`config.mk`:
```
export PLATFORM = sky130hd
export DESIGN_NAME = isort_cell
export DESIGN_NICKNAME = d
export VERILOG_FILES = /design/src/rtl/isort_pkg.sv /design/src/rtl/isort_cell.sv
export SDC_FILE = /design/constraint.sdc
export NUM_CORES = 1
export LEC_CHECK = 0
export BUFFER_PORTS_ARGS = -buffer_cell sky130_fd_sc_hd__clkbuf_2
export CAP_MARGIN = 15
export CORE_AREA = 4 4 80 82
export CTS_CLUSTER_SIZE = 25
export DETAILED_ROUTE_END_ITERATION = 6
export DIE_AREA = 0 0 84 86
export MAX_ROUTING_LAYER = met4
export PLACE_DENSITY_LB_ADDON = 0.1
export SLEW_MARGIN = 20
export SYNTH_ARGS = -nofsm -noshare
export SYNTH_HDL_FRONTEND = slang
export SYNTH_SLANG_ARGS = --single-unit
```
`constraint.sdc`:
```
create_clock -name clk -period 5.9 [get_ports clk]
set_clock_uncertainty 0.2 [all_clocks]
set_input_delay 0.295 -clock clk [delete_from_list [all_inputs] [get_ports clk]]
set_output_delay 0.295 -clock clk [all_outputs]
set_load 0.005 [all_outputs]
```
`src/rtl/isort_pkg.sv`:
```
// Package for the insertion sorter: item types, cell control struct and defaults.
// No dependencies; used by isort_cell and insertion_sorter.
`default_nettype none

package isort_pkg;

  // Default number of cells in the chain
  localparam int CAPACITY_DEF = 64;

  // Input item
  typedef struct packed {
    logic signed [31:0] value;
    logic               last;
  } in_t;

  // Result item
  typedef struct packed {
    logic signed [31:0] sorted_value;
    logic               final_res;
    logic               overflow;
  } out_t;

  // Per-cycle command broadcast to every cell
  typedef struct packed {
    logic ins;    // insert the broadcast value
    logic shift;  // move contents one cell toward the head
  } cell_ctrl_t;

endpackage

`default_nettype wire

```
`src/rtl/isort_cell.sv`:
```
// One cell of the sorting chain: holds one value and its valid bit.
// Depends on isort_pkg (cell_ctrl_t).
`default_nettype none

module isort_cell (
  input  wire logic                 clk,
  input  wire logic                 rst_n,
  input  wire isort_pkg::cell_ctrl_t ctrl,
  input  wire logic signed [31:0]   new_value,
  // neighbor toward the head (lower index)
  input  wire logic signed [31:0]   left_value,
  input  wire logic                 left_valid,
  input  wire logic                 left_gt,
  // neighbor toward the tail (higher index)
  input  wire logic signed [31:0]   right_value,
  input  wire logic                 right_valid,
  output logic signed [31:0]        value_r,
  output logic                      valid_r,
  output logic                      gt
);

  logic signed [31:0] value_nxt;
  logic               valid_nxt;

  // An empty cell counts as greater than anything
  assign gt = !valid_r || (value_r > new_value);

  // Insert: a greater cell takes its left neighbor, or the new value at the boundary
  always_comb begin
    value_nxt = value_r;
    valid_nxt = valid_r;
    if (ctrl.shift) begin
      value_nxt = right_value;
      valid_nxt = right_valid;
    end else if (ctrl.ins && gt) begin
      if (left_gt) begin
        value_nxt = left_value;
        valid_nxt = left_valid;
      end else begin
        value_nxt = new_value;
        valid_nxt = 1'b1;
      end
    end
  end

  always_ff @(posedge clk) begin
    value_r <= value_nxt;
    if (!rst_n) begin
      valid_r <= 1'b0;
    end else begin
      valid_r <= valid_nxt;
    end
  end

endmodule

`default_nettype wire

```
==> impl_results.md <==
* Status: finished, final reports clean
* R2R depth at 6
* Total grt overflow at 0
* Share of layout cells above drive strength 1 at 36.59%
* FP Rows at 28
* Async SR Flop Fraction at 0%
* Antenna violations before repair at 0
* Sum Neg Setup Slack at 0 ns
* TritonCTS Sinks at 33
* Most common cell after layout, fill and taps aside: clkbuf_2
* Synth Register Bits at 33
* Pin count of the biggest net entering global routing at just under 70
* Clock latency at the later pin of the worst-skew pair at roughly 0.28 ns
* Via Count at roughly 2.3k
* Placed Instance Area at 3251 µm²
* First-pass GRT wire length at around 10000 µm
* Die Height at approximately 86 µm
* WS Path Type: register to register
* Post_cts resized at 0
* Cell Pwr Density at ~220 nW/µm²
* Critical Path Start Type: register
* Routed wire per std cell at about 13 µm
* Clock slew at reported path FFs at about 0.070 ns
* Commonest non-fill, non-tap cells in the layout: 135 x clkbuf_2, 40 x nand2_1, 37 x inv_1
* Max Root-Sink Buffers at 2
* Static Leak at 1.817 nW
* CTS buffer count at 5
* Final instance area at approximately 3400 µm²
* Fin. max-slew vios at 0
* Final Core Density at between 50% and 60%
* Synthesis-to-finish area growth at 33.75%
* Synth cell types at 29
* DRT iter0 DRCs at 52
* EDFF count, synth at 32
* Crit path required time at between 5 and 6 ns
* Final setup fails at 0
* Top cell type's share of synthesized area at between 30% and 40%
* Antenna diode instance count at 0
* Via density at roughly 4.9
* FMAX at approximately 330 MHz
* Crit Path Max Fanout at 32
* Synth area leader: edfxtp_1
* Starting Density at between 40% and 50%
* Hold Path Stages at 2
* Post-DRT Antenna Nets at 0
* Post-Syn Nets at ~400
* Via count of the first global-routing pass at about 2.3k
* Port Buf Inserts at roughly 140
* Max transition margin at 26.52%
* All-layer global routing usage at 17.52%
* Detailed Route WL at between 6000 and 7000 µm
* Post-DP HPWL at 4972 µm
* CTS tree: yes
* H-tree depth at 2
* Worst hold slack at ~0.037 ns
* Die area at roughly 7200 µm²
* Die Width at between 80 and 90 µm
* Tmin final at approximately 3 ns
* Final hold vios at 0
* Hold Path Class: input pin to register
* CORE AREA at 5746 µm²
* Main area contributors after synthesis: edfxtp_1 38%, ha_1 16%, mux2i_1 13%
* Seq/Total Area, Yosys at about 39%
* Max-cap violations at 0
* Setup Buffers After CTS at 0
* Warnings from Yosys at 0
* RSZ-0062 raised after global routing: no
* Cts hold-fix bufs at 0
* Predominant post-synthesis flop cell: edfxtp_1
* Total power at just over 0.7 mW
* Routability cong. at 0.7873
* I/O pins at around 140
* Synthesized area per cell at between 9 and 10 µm²
* Gate Count Post-Synth at approximately 270
* DRC Markers at 0
* Layout Nets at approximately 530
* Max rail drop VDD at roughly 0.00011 V
* Critical path capture point type: register
* WP data arrival at between 2 and 3 ns
* Root Buffer: clkbuf_8
* DR pass1 iterations at 4
* Period Utilization, post-route at about half
* Area of the mapped netlist at between 2000 and 3000 µm²
* Worst-Margin Slew at 1.102 ns
==> stage by stage <==
stage / instances / setup slack (ns)
2_1_floorplan: 266 / 1.476
3_3_place_gp: 466 / 2.866
3_5_place_dp: 466 / 2.823
4_1_cts: 474 / 2.831
5_1_grt: 474 / 2.673
6_report: 474 / 2.901
==> worst max-delay path, stage by stage (launching register included) <==
cell and delay [ns]:
edfxtp_1 0.40, ha_1 0.34, nand4_1 0.19, a2111oi_0 0.39
o31a_1 0.19, a211oi_2 0.06, o21ai_4 0.83
==> cells by family after synthesis <==
| group | count (synthesis) | synth area share [%] |
|---|---|---|
| buffers and inverters | 48 | 7.328 |
| DFF | 33 | 39.08 |
| adders and majority gates | 32 | 15.95 |
| and+or+nand+nor | 57 | 10.02 |
| muxes | 32 | 12.76 |
| AOI/OAI and AO/OA | 64 | 14.86 |
==> flip-flops by register name, indices dropped and copies added (netlist names) <==
register,cells
valid_r,1
value_r,32
==> Yosys cell counts (all sizes together), types with 2 or more instances <==
cell    number
a21o         2
and4         3
o21ai       38
nand2       40
nand4        5
buf          3
nor3         2
inv         37
ha          32
a21oi       14
mux2i       32
nand3        4
nor2         2
edfxtp      32
clkbuf       8
==> metal layers <==
layer,up-vias,global-route usage [%],share of wire (%)
met2,76,31.31,51
met4,0,4.678,0.74
met1,1012,19.41,42
li1,1223,-,-
met5,-,-,0
met3,5,4.611,7.0
==> power breakdown <==
group	internal [mW]	total, mW	switching, mW
clock network	0.125	0.207	0.0824
logic	0.0997	0.206	0.106
registers	0.296	0.312	0.0163
total	0.520	0.726	0.205
==> final timing paths <==
kind                                    end  slack, ns        start
worst max register to register  value_r[13]       2.90  value_r[14]
worst min-delay path                valid_r       0.04        rst_n
worst min register to register      valid_r       0.46      valid_r
worst max-delay path            value_r[13]       2.90  value_r[14]
==> area by class of cell <==
cell class | instances | area (µm²)
Clock buffer | 6 | 72.57
Clock inverter | 2 | 33.78
Fill cell | 556 | 2389
Inverter | 37 | 138.9
Multi-Input combinational cell | 185 | 1356
Sequential cell | 33 | 980.9
Tap cell | 75 | 93.84
Timing Repair Buffer | 136 | 680.7
No activity file was read; power rests on OpenSTA's default activity.
